==> config.mk <==
export PLATFORM = sky130hd
export DESIGN_NAME = tape_block_crc_framer
export DESIGN_NICKNAME = d
export VERILOG_FILES = /design/src/design/tbcf_pkg.sv /design/src/design/tbcf_front.sv /design/src/design/tbcf_queue.sv /design/src/design/tbcf_back.sv /design/src/design/tape_block_crc_framer.sv
export SDC_FILE = /design/constraint.sdc
export NUM_CORES = 1
export LEC_CHECK = 0
export ABC_AREA = 1
export BUFFER_PORTS_ARGS = -buffer_cell sky130_fd_sc_hd__buf_2
export CAP_MARGIN = 0
export CORE_MARGIN = 5
export CORE_UTILIZATION = 25
export DETAILED_ROUTE_END_ITERATION = 12
export SLEW_MARGIN = 20
export SYNTH_ARGS = -nofsm -noshare
export SYNTH_HDL_FRONTEND = slang
export SYNTH_SLANG_ARGS = --single-unit
==> constraint.sdc <==
create_clock -name clk -period 3.2 [get_ports clk]
set_clock_uncertainty 0.05 [all_clocks]
set_input_delay 0.32 -clock clk [delete_from_list [all_inputs] [get_ports clk]]
set_output_delay 0.32 -clock clk [all_outputs]
set_load 0.05 [all_outputs]
==> src/design/tbcf_pkg.sv <==
// ----------------------------------------------------------------------------
// tbcf_pkg: shared definitions for the tape block crc framer
// Output kind codes, register indexes, crc constants and the work descriptor
// handed from the front end to the back end.
// ----------------------------------------------------------------------------
package tbcf_pkg;

  localparam int SEGMENT_BYTES_DEF = 256;
  localparam int MAX_TRAILER_DEF   = 32;
  localparam int QUEUE_DEPTH       = 2;

  localparam int BYTE_W  = 8;
  localparam int TRAIL_W = 6;
  localparam int CRC_W   = 16;
  localparam int KIND_W  = 2;
  localparam int INDEX_W = 2;

  localparam logic [KIND_W-1:0] KIND_SYNC  = 2'd0;
  localparam logic [KIND_W-1:0] KIND_DATA  = 2'd1;
  localparam logic [KIND_W-1:0] KIND_CRC   = 2'd2;
  localparam logic [KIND_W-1:0] KIND_TRAIL = 2'd3;

  localparam logic [INDEX_W-1:0] REG_SYNC    = 2'd0;
  localparam logic [INDEX_W-1:0] REG_TRAILER = 2'd1;

  localparam logic [BYTE_W-1:0]  SYNC_RESET    = 8'd22;
  localparam logic [TRAIL_W-1:0] TRAILER_RESET = 6'd4;
  localparam logic [BYTE_W-1:0]  TRAILER_FILL  = 8'hFF;

  localparam logic [CRC_W-1:0] CRC_PRESET   = 16'hFFFF;
  localparam logic [CRC_W-1:0] CRC_STEP_XOR = 16'h0810;

  // one accepted byte, fully classified
  typedef struct packed {
    logic [BYTE_W-1:0]  data;
    logic [BYTE_W-1:0]  sync;
    logic [CRC_W-1:0]   crc;
    logic [TRAIL_W-1:0] trail;
    logic               need_sync;
    logic               send_crc;
    logic               last;
    logic               is_short;
  } desc_t;

  // one byte of crc-16 (poly 0x1021), msb first
  function automatic logic [CRC_W-1:0] crc16_byte(input logic [CRC_W-1:0] crc_in,
                                                  input logic [BYTE_W-1:0] data);
    logic [CRC_W-1:0]  c;
    logic [BYTE_W-1:0] d;
    c = crc_in;
    d = data;
    for (int i = 0; i < BYTE_W; i++) begin
      if (d[BYTE_W-1] ^ c[CRC_W-1]) begin
        c = ((c ^ CRC_STEP_XOR) << 1) | CRC_W'(1);
      end else begin
        c = c << 1;
      end
      d = d << 1;
    end
    return c;
  endfunction

endpackage

==> src/design/tbcf_front.sv <==
// ----------------------------------------------------------------------------
// tbcf_front: input side of the tape block crc framer
// Holds the configuration registers and the running segment state, accepts
// payload bytes and turns each into a work descriptor for the queue.
// ----------------------------------------------------------------------------
module tbcf_front #(
  parameter int SEGMENT_BYTES = tbcf_pkg::SEGMENT_BYTES_DEF,
  parameter int MAX_TRAILER   = tbcf_pkg::MAX_TRAILER_DEF
) (
  input  logic                           clk,
  input  logic                           rst,
  input  logic                           cfg_valid,
  output logic                           cfg_ready,
  input  logic [tbcf_pkg::INDEX_W-1:0]   cfg_index,
  input  logic [tbcf_pkg::BYTE_W-1:0]    cfg_data,
  input  logic                           item_valid,
  output logic                           item_ready,
  input  logic [tbcf_pkg::BYTE_W-1:0]    data_byte,
  input  logic                           last_byte,
  input  logic                           q_full,
  output logic                           push,
  output tbcf_pkg::desc_t                push_desc
);

  localparam int SEG_W = (SEGMENT_BYTES > 2) ? $clog2(SEGMENT_BYTES) : 1;
  localparam logic [SEG_W-1:0] SEG_END = SEG_W'(SEGMENT_BYTES - 1);
  localparam logic [tbcf_pkg::TRAIL_W-1:0] TRAIL_MAX = tbcf_pkg::TRAIL_W'(MAX_TRAILER);

  logic [tbcf_pkg::BYTE_W-1:0]  sync_byte;
  logic [tbcf_pkg::TRAIL_W-1:0] trailer_length;
  logic [tbcf_pkg::CRC_W-1:0]   crc_register;
  logic [SEG_W-1:0]             segment_count;
  logic                         block_open;

  logic [tbcf_pkg::CRC_W-1:0]   crc_next;
  logic                         seg_full;

  assign cfg_ready  = 1'b1;
  assign item_ready = !q_full;
  assign push       = item_valid && item_ready;

  assign crc_next = tbcf_pkg::crc16_byte(crc_register, data_byte);
  assign seg_full = (segment_count == SEG_END);

  always_comb begin
    push_desc           = '0;
    push_desc.data      = data_byte;
    push_desc.sync      = sync_byte;
    push_desc.crc       = ~crc_next;
    push_desc.trail     = (trailer_length > TRAIL_MAX) ? TRAIL_MAX : trailer_length;
    push_desc.need_sync = !block_open;
    push_desc.send_crc  = seg_full || last_byte;
    push_desc.last      = last_byte;
    push_desc.is_short  = last_byte && !seg_full;
  end

  always_ff @(posedge clk) begin
    if (rst) begin
      sync_byte      <= tbcf_pkg::SYNC_RESET;
      trailer_length <= tbcf_pkg::TRAILER_RESET;
    end else if (cfg_valid && cfg_ready) begin
      unique case (cfg_index)
        tbcf_pkg::REG_SYNC:    sync_byte      <= cfg_data;
        tbcf_pkg::REG_TRAILER: trailer_length <= cfg_data[tbcf_pkg::TRAIL_W-1:0];
        default: ;
      endcase
    end
  end

  always_ff @(posedge clk) begin
    if (rst) begin
      crc_register  <= tbcf_pkg::CRC_PRESET;
      segment_count <= '0;
      block_open    <= 1'b0;
    end else if (push) begin
      if (seg_full || last_byte) begin
        crc_register  <= tbcf_pkg::CRC_PRESET;
        segment_count <= '0;
      end else begin
        crc_register  <= crc_next;
        segment_count <= segment_count + SEG_W'(1);
      end
      block_open <= !last_byte;
    end
  end

endmodule

==> src/design/tbcf_queue.sv <==
// ----------------------------------------------------------------------------
// tbcf_queue: descriptor queue
// Short first-in first-out store between the front end and the back end.
// ----------------------------------------------------------------------------
module tbcf_queue (
  input  logic            clk,
  input  logic            rst,
  input  logic            push,
  input  tbcf_pkg::desc_t push_desc,
  output logic            full,
  input  logic            pop,
  output logic            head_valid,
  output tbcf_pkg::desc_t head
);

  localparam int DEPTH = tbcf_pkg::QUEUE_DEPTH;
  localparam int PTR_W = (DEPTH > 1) ? $clog2(DEPTH) : 1;
  localparam int CNT_W = $clog2(DEPTH + 1);
  localparam logic [PTR_W-1:0] PTR_LAST = PTR_W'(DEPTH - 1);

  tbcf_pkg::desc_t entries [DEPTH];
  logic [PTR_W-1:0] wr_ptr;
  logic [PTR_W-1:0] rd_ptr;
  logic [CNT_W-1:0] count;

  assign full       = (count == CNT_W'(DEPTH));
  assign head_valid = (count != '0);
  assign head       = entries[rd_ptr];

  always_ff @(posedge clk) begin
    if (push) begin
      entries[wr_ptr] <= push_desc;
    end
  end

  always_ff @(posedge clk) begin
    if (rst) begin
      wr_ptr <= '0;
      rd_ptr <= '0;
      count  <= '0;
    end else begin
      if (push) begin
        wr_ptr <= (wr_ptr == PTR_LAST) ? '0 : wr_ptr + PTR_W'(1);
      end
      if (pop) begin
        rd_ptr <= (rd_ptr == PTR_LAST) ? '0 : rd_ptr + PTR_W'(1);
      end
      if (push && !pop) begin
        count <= count + CNT_W'(1);
      end else if (pop && !push) begin
        count <= count - CNT_W'(1);
      end
    end
  end

endmodule

==> src/design/tbcf_back.sv <==
// ----------------------------------------------------------------------------
// tbcf_back: output sequencer
// Walks each descriptor through the sync, data, crc and trailer bytes it needs
// and drives the registered output stage, one byte per cycle unless stalled.
// ----------------------------------------------------------------------------
module tbcf_back (
  input  logic                          clk,
  input  logic                          rst,
  input  logic                          head_valid,
  input  tbcf_pkg::desc_t               head,
  output logic                          pop,
  output logic                          result_valid,
  input  logic                          result_ready,
  output logic [tbcf_pkg::BYTE_W-1:0]   out_byte,
  output logic [tbcf_pkg::KIND_W-1:0]   out_kind,
  output logic                          out_last,
  output logic                          short_segment
);

  localparam logic [2:0] PH_SYNC   = 3'd0;
  localparam logic [2:0] PH_DATA   = 3'd1;
  localparam logic [2:0] PH_CRC_HI = 3'd2;
  localparam logic [2:0] PH_CRC_LO = 3'd3;
  localparam logic [2:0] PH_TRAIL  = 3'd4;

  logic [2:0]                   phase;
  logic [2:0]                   phase_next;
  logic [2:0]                   cur_phase;
  logic [tbcf_pkg::TRAIL_W-1:0] trail_count;
  logic                         advance;
  logic                         emit;
  logic                         finish;
  logic                         has_trail;
  logic [tbcf_pkg::BYTE_W-1:0]  byte_sel;
  logic [tbcf_pkg::KIND_W-1:0]  kind_sel;

  assign advance   = !result_valid || result_ready;
  assign emit      = head_valid && advance;
  assign pop       = emit && finish;
  assign has_trail = head.last && (head.trail != '0);
  assign cur_phase = (phase == PH_SYNC && !head.need_sync) ? PH_DATA : phase;

  always_comb begin
    byte_sel   = head.data;
    kind_sel   = tbcf_pkg::KIND_DATA;
    finish     = 1'b0;
    phase_next = phase;
    unique case (cur_phase)
      PH_SYNC: begin
        byte_sel   = head.sync;
        kind_sel   = tbcf_pkg::KIND_SYNC;
        phase_next = PH_DATA;
      end
      PH_DATA: begin
        finish     = !head.send_crc && !has_trail;
        phase_next = head.send_crc ? PH_CRC_HI : PH_TRAIL;
      end
      PH_CRC_HI: begin
        byte_sel   = head.crc[15:8];
        kind_sel   = tbcf_pkg::KIND_CRC;
        phase_next = PH_CRC_LO;
      end
      PH_CRC_LO: begin
        byte_sel   = head.crc[7:0];
        kind_sel   = tbcf_pkg::KIND_CRC;
        finish     = !has_trail;
        phase_next = PH_TRAIL;
      end
      PH_TRAIL: begin
        byte_sel   = tbcf_pkg::TRAILER_FILL;
        kind_sel   = tbcf_pkg::KIND_TRAIL;
        finish     = (trail_count == head.trail - tbcf_pkg::TRAIL_W'(1));
        phase_next = PH_TRAIL;
      end
      default: begin
        finish     = 1'b1;
        phase_next = PH_SYNC;
      end
    endcase
    if (finish) begin
      phase_next = PH_SYNC;
    end
  end

  always_ff @(posedge clk) begin
    if (rst) begin
      phase       <= PH_SYNC;
      trail_count <= '0;
    end else if (emit) begin
      phase <= phase_next;
      if (finish) begin
        trail_count <= '0;
      end else if (cur_phase == PH_TRAIL) begin
        trail_count <= trail_count + tbcf_pkg::TRAIL_W'(1);
      end
    end
  end

  always_ff @(posedge clk) begin
    if (rst) begin
      result_valid <= 1'b0;
    end else if (advance) begin
      result_valid <= head_valid;
    end
  end

  always_ff @(posedge clk) begin
    if (emit) begin
      out_byte      <= byte_sel;
      out_kind      <= kind_sel;
      out_last      <= finish && head.last;
      short_segment <= head.is_short;
    end
  end

endmodule

==> src/design/tape_block_crc_framer.sv <==
// ----------------------------------------------------------------------------
// tape_block_crc_framer: crc-16 framing of a cassette tape data block
// Sync byte ahead of the block, crc after every full segment and after a
// short final segment, 0xff trailer after the last byte.
// ----------------------------------------------------------------------------
// an item's results pass the descriptor queue, then the registered output stage
// throughput: one output byte per cycle while a descriptor waits and the output is not
//   stalled; besides data bytes the back-end sequencer emits sync, 2 crc and trailer bytes
// the 2-entry descriptor queue takes input while the output stalls, until it is full
// reset: synchronous, clears queue, sequencer and segment state, sync 22 and trailer 4
// no clearing pass after reset; the block accepts transactions in the next cycle
module tape_block_crc_framer #(
  parameter int SEGMENT_BYTES = tbcf_pkg::SEGMENT_BYTES_DEF,
  parameter int MAX_TRAILER   = tbcf_pkg::MAX_TRAILER_DEF
) (
  input  logic                          clk,
  input  logic                          rst,
  // configuration writes
  input  logic                          cfg_valid,
  output logic                          cfg_ready,
  input  logic [tbcf_pkg::INDEX_W-1:0]  cfg_index,
  input  logic [tbcf_pkg::BYTE_W-1:0]   cfg_data,
  // payload byte stream
  input  logic                          item_valid,
  output logic                          item_ready,
  input  logic [tbcf_pkg::BYTE_W-1:0]   data_byte,
  input  logic                          last_byte,
  // framed tape stream
  output logic                          result_valid,
  input  logic                          result_ready,
  output logic [tbcf_pkg::BYTE_W-1:0]   out_byte,
  output logic [tbcf_pkg::KIND_W-1:0]   out_kind,
  output logic                          out_last,
  output logic                          short_segment
);

  // descriptor path between the two halves
  tbcf_pkg::desc_t push_desc;
  tbcf_pkg::desc_t head;
  logic            push;
  logic            q_full;
  logic            pop;
  logic            head_valid;

  // front end: config registers, running crc, segment counter, block state
  tbcf_front #(
    .SEGMENT_BYTES (SEGMENT_BYTES),
    .MAX_TRAILER   (MAX_TRAILER)
  ) u_front (
    .clk        (clk),
    .rst        (rst),
    .cfg_valid  (cfg_valid),
    .cfg_ready  (cfg_ready),
    .cfg_index  (cfg_index),
    .cfg_data   (cfg_data),
    .item_valid (item_valid),
    .item_ready (item_ready),
    .data_byte  (data_byte),
    .last_byte  (last_byte),
    .q_full     (q_full),
    .push       (push),
    .push_desc  (push_desc)
  );

  // short queue so that input and output can stall independently
  tbcf_queue u_queue (
    .clk        (clk),
    .rst        (rst),
    .push       (push),
    .push_desc  (push_desc),
    .full       (q_full),
    .pop        (pop),
    .head_valid (head_valid),
    .head       (head)
  );

  // back end: expands each descriptor into sync, data, crc and trailer bytes
  tbcf_back u_back (
    .clk           (clk),
    .rst           (rst),
    .head_valid    (head_valid),
    .head          (head),
    .pop           (pop),
    .result_valid  (result_valid),
    .result_ready  (result_ready),
    .out_byte      (out_byte),
    .out_kind      (out_kind),
    .out_last      (out_last),
    .short_segment (short_segment)
  );

  // the block always closes on a crc or trailer byte
  a_last_kind: assert property (@(posedge clk) disable iff (rst)
    result_valid && out_last |->
      out_kind == tbcf_pkg::KIND_CRC || out_kind == tbcf_pkg::KIND_TRAIL)
    else $error("framed block closed on a sync or data byte");

  // every accepted input transaction is followed by a valid byte in the output register
  a_item_reaches_output: assert property (@(posedge clk) disable iff (rst)
    item_valid && item_ready |-> ##2 result_valid)
    else $error("accepted transaction produced no result");

  // a descriptor only leaves the queue when the output stage takes a byte
  a_pop_needs_room: assert property (@(posedge clk) disable iff (rst)
    pop |-> head_valid && (!result_valid || result_ready))
    else $error("queue popped without room in the output stage");

  // a waiting output transaction holds its byte and flags until taken
  a_result_held: assert property (@(posedge clk) disable iff (rst)
    result_valid && !result_ready |=>
      result_valid && $stable(out_byte) && $stable(out_kind) &&
      $stable(out_last) && $stable(short_segment))
    else $error("output transaction changed while stalled");

endmodule

==> results of run 1 <==
[stage by stage]
step,hold slack (ns),utilization
after global routing,0.0673,0.296
after global placement,0.385,0.275
after detailed placement,0.400,0.275
after CTS,0.0620,0.296
after floorplan,0.369,-
final,0.0735,0.296
[flip-flops by register name, indices dropped and copies added, names as in the netlist, named ones only]
register                flops
u_queue.entries            84
u_queue.count               2
u_back.out_byte             8
u_front.sync_byte           8
u_queue.wr_ptr              1
u_back.out_last             1
u_back.trail_count          6
u_back.out_kind             2
u_back.short_segment        1
u_back.result_valid         1
u_front.segment_count       8
u_back.phase                3
u_front.trailer_length      6
u_queue.rd_ptr              1
u_front.crc_register       16
u_front.block_open          1
[Yosys cell counts (9+ instances only)]
cell / count
o21ai_0: 23
nand2_1: 138
o211ai_1: 9
inv_1: 42
inv_2: 10
xnor2_1: 17
xor2_1: 12
a22oi_1: 14
nor2_1: 55
nand3_1: 21
edfxtp_1: 96
dfxtp_1: 54
a21oi_1: 31
clkbuf_1: 11
[metal layers]
metal  GRT usage  vias up  routed length [um]
met5           0        -                  20
met4      0.0420        2                 406
met3      0.0274       22                 532
met2       0.170       63                6830
met1       0.114     2035                5940
li1            -     2200                   -
[worst max-delay path, delay by kind of cell, from the launching register on]
family,cells,cell delay (ns)
flops,1,0.37
buf+inv,3,0.26
compound gates,4,0.43
simple gates,11,0.94
fa+ha+maj,2,0.60
[what timing repair did]
action | 4_1_cts | 5_1_grt
endpoints found under the setup margin | 0 | 1
endpoints found under the hold margin | 0 | 0
gates resized for setup | 0 | 1
hold buffers | 0 | 0
buffers inserted | 0 | 0
[kinds of logic (layout without fill, tap and decap cells)]
kind of cell,Yosys count,count (layout),synth area share
XOR/XNOR,31,31,0.0440
AO/OA/AOI/OAI,105,105,0.105
flip-flops,150,150,0.609
buffers and inverters,72,128,0.0469
adder cells (fa/ha/maj),5,5,0.00962
other,1,1,0.000576
multiplexers,8,8,0.0123
AND/OR/NAND/NOR,249,249,0.172
[worst max path at each step]
stage	start	to	slack, ns
after floorplan	u_queue.count[0]	u_queue.entries[1][0]	0.36
after global placement	register	u_queue.count[1]	0.38
after detailed placement	register	u_queue.count[1]	0.33
after CTS	register	u_queue.count[1]	0.32
after global routing	register	u_queue.count[1]	0.11
final	register	u_queue.count[1]	0.43
[power breakdown]
part	internal [mW]	total, mW	switching, mW
registers	2.65	2.81	0.152
clock network	1.04	1.84	0.796
logic	0.634	2.23	1.60
total	4.33	6.87	2.54
[layout make-up]
class / instances / area [um^2] / area share
timing repair buffer: 44 / 263 / 0.0344
tap: 335 / 419 / 0.0548
clock inverter: 14 / 98.8 / 0.0129
clock buffer: 18 / 450 / 0.0589
multi-input combinational: 399 / 2250 / 0.295
sequential: 150 / 3970 / 0.519
inverter: 52 / 195 / 0.0255
==> run summary, run 1 <==
Clock Latency Late Sink: 0.42 ns
Unique masters post-synth: 45
Hold depth: 1
Syn_nets: 650
Final hold vios: 0
Share of cells above drive strength 1: 0.180
Worst Max-Slew Pin Slew: 0.801 ns
Most frequent cells in the layout: nand2_1 (138), edfxtp_1 (96), nor2_1 (53), dfxtp_1 (53), inv_1 (42)
Hold Startpoint: data_byte[7]
Num rows: 59
CP max stage cell: dfxtp_2
Sum Neg Setup Slack: 0 ns
Yosys reg bits: 150
DR DRC count: 0
Post-synth EDFFs: 96
R2R depth: 20
First-pass GRT wire length: 22,500 um
VDD IR max: 405 uV
CTS clk-pin slew, worst paths: 0.06 ns
Global route total overflow: 0
Most frequent CP cell: nand2_2
Root Buffer Master: clkbuf_16
I/O Buffers: 37
Syn Area/Cell: 10.5 um^2
Power per cell area: 899 nW/um^2
Die height: 171 um
TritonCTS clock tree: yes
Vias: 4,322
Kind of critical path: reg2reg
Crit Path Max Fanout: 11
Worst setup SP type: register
Tcrit/Tclk final: 0.864
Post-route cell area: 7640 um^2
Synth area leaders: edfxtp_1 (44%), dfxtp_1 (17%), nand2_1 (8.0%)
Worst R2R End: u_queue.count[1]
RSZ-0062 raised after global routing: false
Hold Path Class: in2reg
Core area: 25,800 um^2
Area post-placement: 7090 um^2
Reg2reg setup slack: 0.43 ns
Sequential-to-total area share from yosys stat: 0.609
Crit-path cells: inv_2 -> nand2_2 -> nand2_2 -> inv_2 -> ha_1 -> nand2_1 -> inv_1 -> nor2_1 -> nand2_1 -> nor2_1 -> nand2_1 -> nor2_1 -> nand3_2 -> nand2_2 -> nand2_2 -> ha_1 -> a21oi_1 -> o21ai_0 -> o21ai_0 -> a21oi_1
Clock tree buffer depth: 2
Placed Cells: 980
Max stage delay on crit path: 0.37 ns
DP HPWL: 9550 um
Setup ws final: 0.434 ns
Drt first-iter violations: 236
Final net count: 693
Asr flop ratio synth: 0
Vias in the first global route: 4,233
Gpl congestion: 0.829
Synth Flop Type: edfxtp_1
Routed Antenna Nets: 0
Drt pass-1 iters: 4
Layout Cells excl Fill: 1,012
Largest net degree at the start of global routing: 38
Routed WL: 13,700 um
Post-Place Setup Slack: 0.329 ns
Fillers: 2,663
# setup viols final: 0
Pleak: 2.89 nW
Gr usage total: 0.0982
Max-Cap Viols: 0
Outcome: finished, final reports clean
Yosys top cell area share: 0.443
Power Total: 6.87 mW
Synth Cell Area: 6510 um^2
Die Wd: 171 um
Yosys top cell by area: edfxtp_1
TritonCTS Sinks: 150
Minimum clock period: 2.77 ns
WL per Instance: 13.6 um
Slew headroom: 0.464
Vias per cell: 4.27
Max-slew violations: 0
Worst Hold Endpoint: u_queue.entries[1][41]
H-tree Lvls: 4
Most common cell after layout, fill and taps aside: nand2_1
Initial antenna violation count: 1
Total clock buffers created by CTS: 17
# diodes: 0
I/O Pins: 39
Starting Density: 0.252
Critical Path End Type: register
Mapped Cells: 621
Full die area: 29,400 um^2
Worst EP required: 3.45 ns
CP arrival: 3.02 ns
Yosys Warn Count: 0
FMAX: 361 MHz
Area added between synthesis and finish: 17.5%
(Power assumes the default switching activity.)
==> run 2: changes to the inputs <==
- CELL_PAD_IN_SITES_DETAIL_PLACEMENT: default -> 1
- CELL_PAD_IN_SITES_GLOBAL_PLACEMENT: default -> 2
- PLACE_DENSITY_LB_ADDON: default -> 0.1
- clock period: 3.2 -> 2.8 ns (I/O delays scaled with it)
==> run summary, run 2 (synthesized netlist as in run 1, its figures left out) <==
Max-Cap Viols: 0
TritonCTS clock tree: yes
# diodes: 0
DP HPWL: 12,500 um
First-pass GRT wire length: 27,900 um
Most common cell after layout, fill and taps aside: nand2_1
Most frequent cells in the layout: nand2_1 (138), edfxtp_1 (96), dfxtp_1 (53), nor2_1 (50), inv_1 (42)
Slew headroom: 0.469
FMAX: 400 MHz
Max-slew violations: 0
Buf/Inv on CP: 2
TritonCTS Sinks: 150
Drt first-iter violations: 108
Max reg flops: 84
Share of cells above drive strength 1: 0.200
Largest net degree at the start of global routing: 34
Post-route cell area: 7840 um^2
Routed WL: 17,600 um
Setup ws final: 0.302 ns
Routed Antenna Nets: 0
Final hold vios: 0
Post-Place Setup Slack: 0.0363 ns
Gpl congestion: 0.763
Crit-path cells: buf_4 -> nand2_1 -> nand2_1 -> inv_2 -> nand3_2 -> nand2_4 -> a21oi_4 -> nand2_2 -> nand2_2 -> ha_4 -> a21oi_2 -> o21ai_1 -> o21ai_1 -> a21oi_1
Worst hold margin: 0.0319 ns
Starting Density: 0.252
DR DRC count: 0
Max stage delay on crit path: 0.36 ns
Clock Latency Late Sink: 0.42 ns
Fin util: 0.303
Num rows: 59
Kind of critical path: reg2reg
Vias in the first global route: 4,871
Global route total overflow: 0
Full die area: 29,400 um^2
Area post-placement: 7160 um^2
Power Total: 8.45 mW
# setup viols final: 0
Clock tree buffer depth: 2
Gr usage total: 0.126
Tcrit/Tclk final: 0.892
Critical Path End Type: register
Pleak: 2.97 nW
Die Wd: 171 um
Core area: 25,800 um^2
Reg with most FFs: u_queue.entries
Layout Cells excl Fill: 1,025
Hold Path Class: in2reg
Crit Path Max Fanout: 27
Cell family with most CP delay: simple AND/OR/NAND/NOR gates
Worst setup SP type: register
Worst EP required: 3.05 ns
Biggest regs: u_queue.entries (84), u_front.crc_register (16)
Power per cell area: 1080 nW/um^2
H-tree Lvls: 4
RSZ-0062 raised after global routing: false
CP max stage cell: dfxtp_2
Vias: 4,524
Sum Neg Setup Slack: 0 ns
WL per Instance: 17.2 um
Total clock buffers created by CTS: 17
CTS clk-pin slew, worst paths: 0.06 ns
I/O Pins: 39
Worst Max-Slew Pin Slew: 0.791 ns
Area added between synthesis and finish: 20.5%
Initial antenna violation count: 0
I/O Buffers: 37
Placed Cells: 989
Minimum clock period: 2.50 ns
Die height: 171 um
VDD IR max: 405 uV
Vias per cell: 4.41
Root Buffer Master: clkbuf_16
CP arrival: 2.75 ns
Outcome: finished, final reports clean
Final net count: 706
Drt pass-1 iters: 4
[run 2: cell count changes in the layout (fill, tap and decap cells not counted), sizes merged]
cell         previous run  this run
clkinvlp                2         3
bufinv                  0         3
clkinv                  8         2
dlygate4sd3             0         1
inv                    56        58
buf                    44        56
[run 2: what timing repair did]
action / in CTS / in global routing
setup buffers: 0 / 3
resized for setup: 0 / 7
hold endpoints to repair: 2 / 0
setup endpoints to repair: 0 / 1
hold buffers: 1 / 0
[run 2: where the power goes]
part / internal [mW] / switching, mW / total [mW]
sequential: 3.03 / 0.179 / 3.21
clock: 1.43 / 1.01 / 2.44
combinational: 0.806 / 2.00 / 2.80
total: 5.27 / 3.18 / 8.45
[run 2: worst paths after layout]
| path | end | from | depth (start not counted) | slack, ns |
|---|---|---|---|---|
| max | u_queue.count[1] | register | 14 | 0.30 |
| min | u_queue.entries[0][39] | data_byte[5] | 1 | 0.03 |
| max reg2reg | u_queue.count[1] | register | 14 | 0.30 |
| min reg2reg | u_back.trail_count[0] | u_back.trail_count[0] | 1 | 0.41 |
[run 2: per-layer routing]
metal | vias up | GRT usage | part of all wire
met5 | - | 0 | 0
met4 | 0 | 0.0348 | 0.013
met3 | 17 | 0.0283 | 0.022
met2 | 41 | 0.215 | 0.49
met1 | 2239 | 0.161 | 0.48
li1 | 2227 | - | -
[run 2: worst register-to-register path, delay by kind of cell (launching register included)]
kind                     cells  cell delay [ns]
AND/OR/NAND/NOR              6             0.75
buffers and inverters        2             0.42
flip-flops                   1             0.36
AO/OA/AOI/OAI                5             0.60
adder cells (fa/ha/maj)      1             0.21
[run 2: area by class of cell]
type | instances | area (um^2)
Fill cell | 2914 | 18000
Sequential cell | 150 | 3970
Multi-Input combinational cell | 399 | 2280
Clock buffer | 18 | 429
Tap cell | 335 | 419
Timing Repair Buffer | 57 | 363
Inverter | 52 | 195
Clock inverter | 14 | 190
==> run 3: changes to the inputs <==
- ABC_AREA: 1 -> default
- clock period: 2.8 -> 2.27 ns (I/O delays scaled with it)
==> run summary, run 3 <==
Syn_nets: 529
R2R depth: 12
Largest net degree at the start of global routing: 43
Max reg flops: 84
Placed Cells: 884
Reg power frac: 0.389
Yosys reg bits: 150
Worst Max-Slew Pin Slew: 0.517 ns
Synth top cells by count: edfxtp_1 (96), dfxtp_1 (54), nor2_1 (50)
Initial antenna violation count: 0
Yosys Warn Count: 0
Worst EP required: 2.57 ns
CTS clk-pin slew, worst paths: 0.06 ns
Die height: 168 um
Pleak: 2.86 nW
Comb pwr share: 0.350
Sequential-to-total area share from yosys stat: 0.638
Post-Place Setup Slack: -0.423 ns
Syn Area/Cell: 12.4 um^2
Mapped Cells: 500
Routed Antenna Nets: 0
Post-route cell area: 7940 um^2
# diodes: 0
Vias: 4,148
Sw frac: 0.366
Clock Power Share: 0.261
Outcome: complete, but fails checks
Biggest regs: u_queue.entries (84), u_front.crc_register (16)
VDD IR max: 494 uV
Gr usage total: 0.117
Die Wd: 168 um
Internal power: 6.66 mW
Power per cell area: 1320 nW/um^2
Max-Cap Viols: 0
Unique masters post-synth: 53
TritonCTS Sinks: 150
Critical Path End Type: register
Hold Path Class: in2reg
H-tree Lvls: 4
Total clock buffers created by CTS: 17
Slew headroom: 0.653
Routed WL: 16,000 um
Gpl congestion: 0.719
Area added between synthesis and finish: 27.7%
Final net count: 625
Fillers: 2,676
CP arrival: 2.84 ns
DP HPWL: 11,100 um
# setup viols final: 8
Crit Path Max Fanout: 7
Share of cells above drive strength 1: 0.240
RSZ-0062 raised after global routing: true
Vias in the first global route: 4,491
Most frequent cells in the layout: edfxtp_1 (96), dfxtp_1 (53), nor2_1 (47), buf_4 (47), buf_2 (37)
First-pass GRT wire length: 25,500 um
Failing checks: negative setup slack
Vias per cell: 4.45
Most common cell in the netlist: edfxtp_1
Tcrit/Tclk final: 1.12
WL per Instance: 17.1 um
Max-slew violations: 0
Yosys top cell area share: 0.464
Setup ws final: -0.272 ns
Global route total overflow: 0
Post-synth EDFFs: 96
Synth area leaders: edfxtp_1 (46%), dfxtp_1 (17%), mux2i_1 (5.5%)
Drt pass-1 iters: 4
Kind of critical path: reg2reg
FMAX: 393 MHz
TritonCTS clock tree: yes
Synth Flop Type: edfxtp_1
Worst hold margin: 0.0414 ns
I/O Pins: 39
Most common cell after layout, fill and taps aside: edfxtp_1
Area post-placement: 7140 um^2
Root Buffer Master: clkbuf_16
Drt first-iter violations: 132
Reg with most FFs: u_queue.entries
Clock Latency Late Sink: 0.42 ns
Final hold vios: 0
Starting Density: 0.255
I/O Buffers: 37
DR DRC count: 0
Clock tree buffer depth: 2
Num rows: 57
Synth Cell Area: 6210 um^2
Hold depth: 3
Switching component of the power: 3.85 mW
Yosys top cell by area: edfxtp_1
Asr flop ratio synth: 0
Full die area: 28,100 um^2
Worst setup SP type: register
Core area: 24,400 um^2
Minimum clock period: 2.54 ns
Layout Cells excl Fill: 933
run 3: changes by cell type after synthesis, sizes merged, moves of 9 or more:
cell | previous run | this run
nand3 | 24 | 5
nor2 | 61 | 50
inv | 52 | 10
nand2 | 148 | 29
a221oi | 0 | 9
mux2i | 8 | 34
o21ai | 28 | 16
run 3: cells by family (layout without fill, tap and decap cells):
family	Yosys count	in the layout	share of synthesized area
adders and majority gates	5	5	0.0101
muxes	36	36	0.0584
other	1	1	0.000604
and+or+nand+nor	128	128	0.101
AOI/OAI and AO/OA	102	102	0.107
xor gates and xnor gates	43	43	0.0606
buffers and inverters	35	144	0.0240
DFF	150	150	0.638
run 3: final timing paths:
kind,from,slack [ns],to
hold / removal,cfg_data[0],0.04,u_front.sync_byte[0]
hold reg to reg,u_front.sync_byte[2],0.42,u_queue.entries[0][28]
setup reg to reg,register,-0.27,u_queue.count[1]
setup / recovery,register,-0.27,u_queue.count[1]
run 3: metrics by stage:
stage	utilization	total power [mW]	setup TNS, ns
2_1_floorplan	-	6.34	-0.854
3_3_place_gp	0.293	7.73	-0.960
3_5_place_dp	0.293	7.81	-1.82
4_1_cts	0.325	10.7	-1.43
5_1_grt	0.325	11.2	-2.10
6_report	0.325	10.5	-1.20
run 3: layer usage:
metal  routed length, um  GRT usage  vias to the layer above
met5                   0          0                        -
met4                 157     0.0328                        0
met3                 381     0.0269                        9
met2                7720      0.191                       36
met1                7730      0.156                     2068
li1                    -          -                     2035
run 3: area by class of cell:
cell class / count / area, um^2 / area share
flip-flops and latches: 150 / 3970 / 0.500
well taps: 324 / 405 / 0.0511
repair buffers: 102 / 759 / 0.0957
inverters: 10 / 37.5 / 0.00473
multi-input cells: 315 / 2200 / 0.277
clock buffers: 18 / 429 / 0.0541
clock inverters: 14 / 140 / 0.0177
run 3: repair_timing:
action,CTS,global route
resized for setup,11,4
buffers inserted,4,0
hold endpoints to repair,20,0
pin swaps,10,1
endpoints found under the setup margin,12,10
gates cloned,0,0
hold buffers,13,0
run 3: critical path: stages, from the launching register on:
cell,delay (ns)
dfxtp_4,0.40
buf_4,0.20
mux2i_4,0.26
xnor2_1,0.15
xnor2_1,0.12
nor3_2,0.26
a21boi_2,0.11
nor2_2,0.13
inv_2,0.06
ha_4,0.15
xor2_1,0.14
or3_1,0.31
a21oi_1,0.12
run 3: power groups by stage:
stage               Clock, mW  Combinational, mW  Sequential, mW
floorplan                   0               1.84            4.51
global placement            0               3.61            4.12
detailed placement          0               3.67            4.14
CTS                      2.83               3.76            4.10
global route             2.97               4.07            4.16
finish                   2.74               3.68            4.09
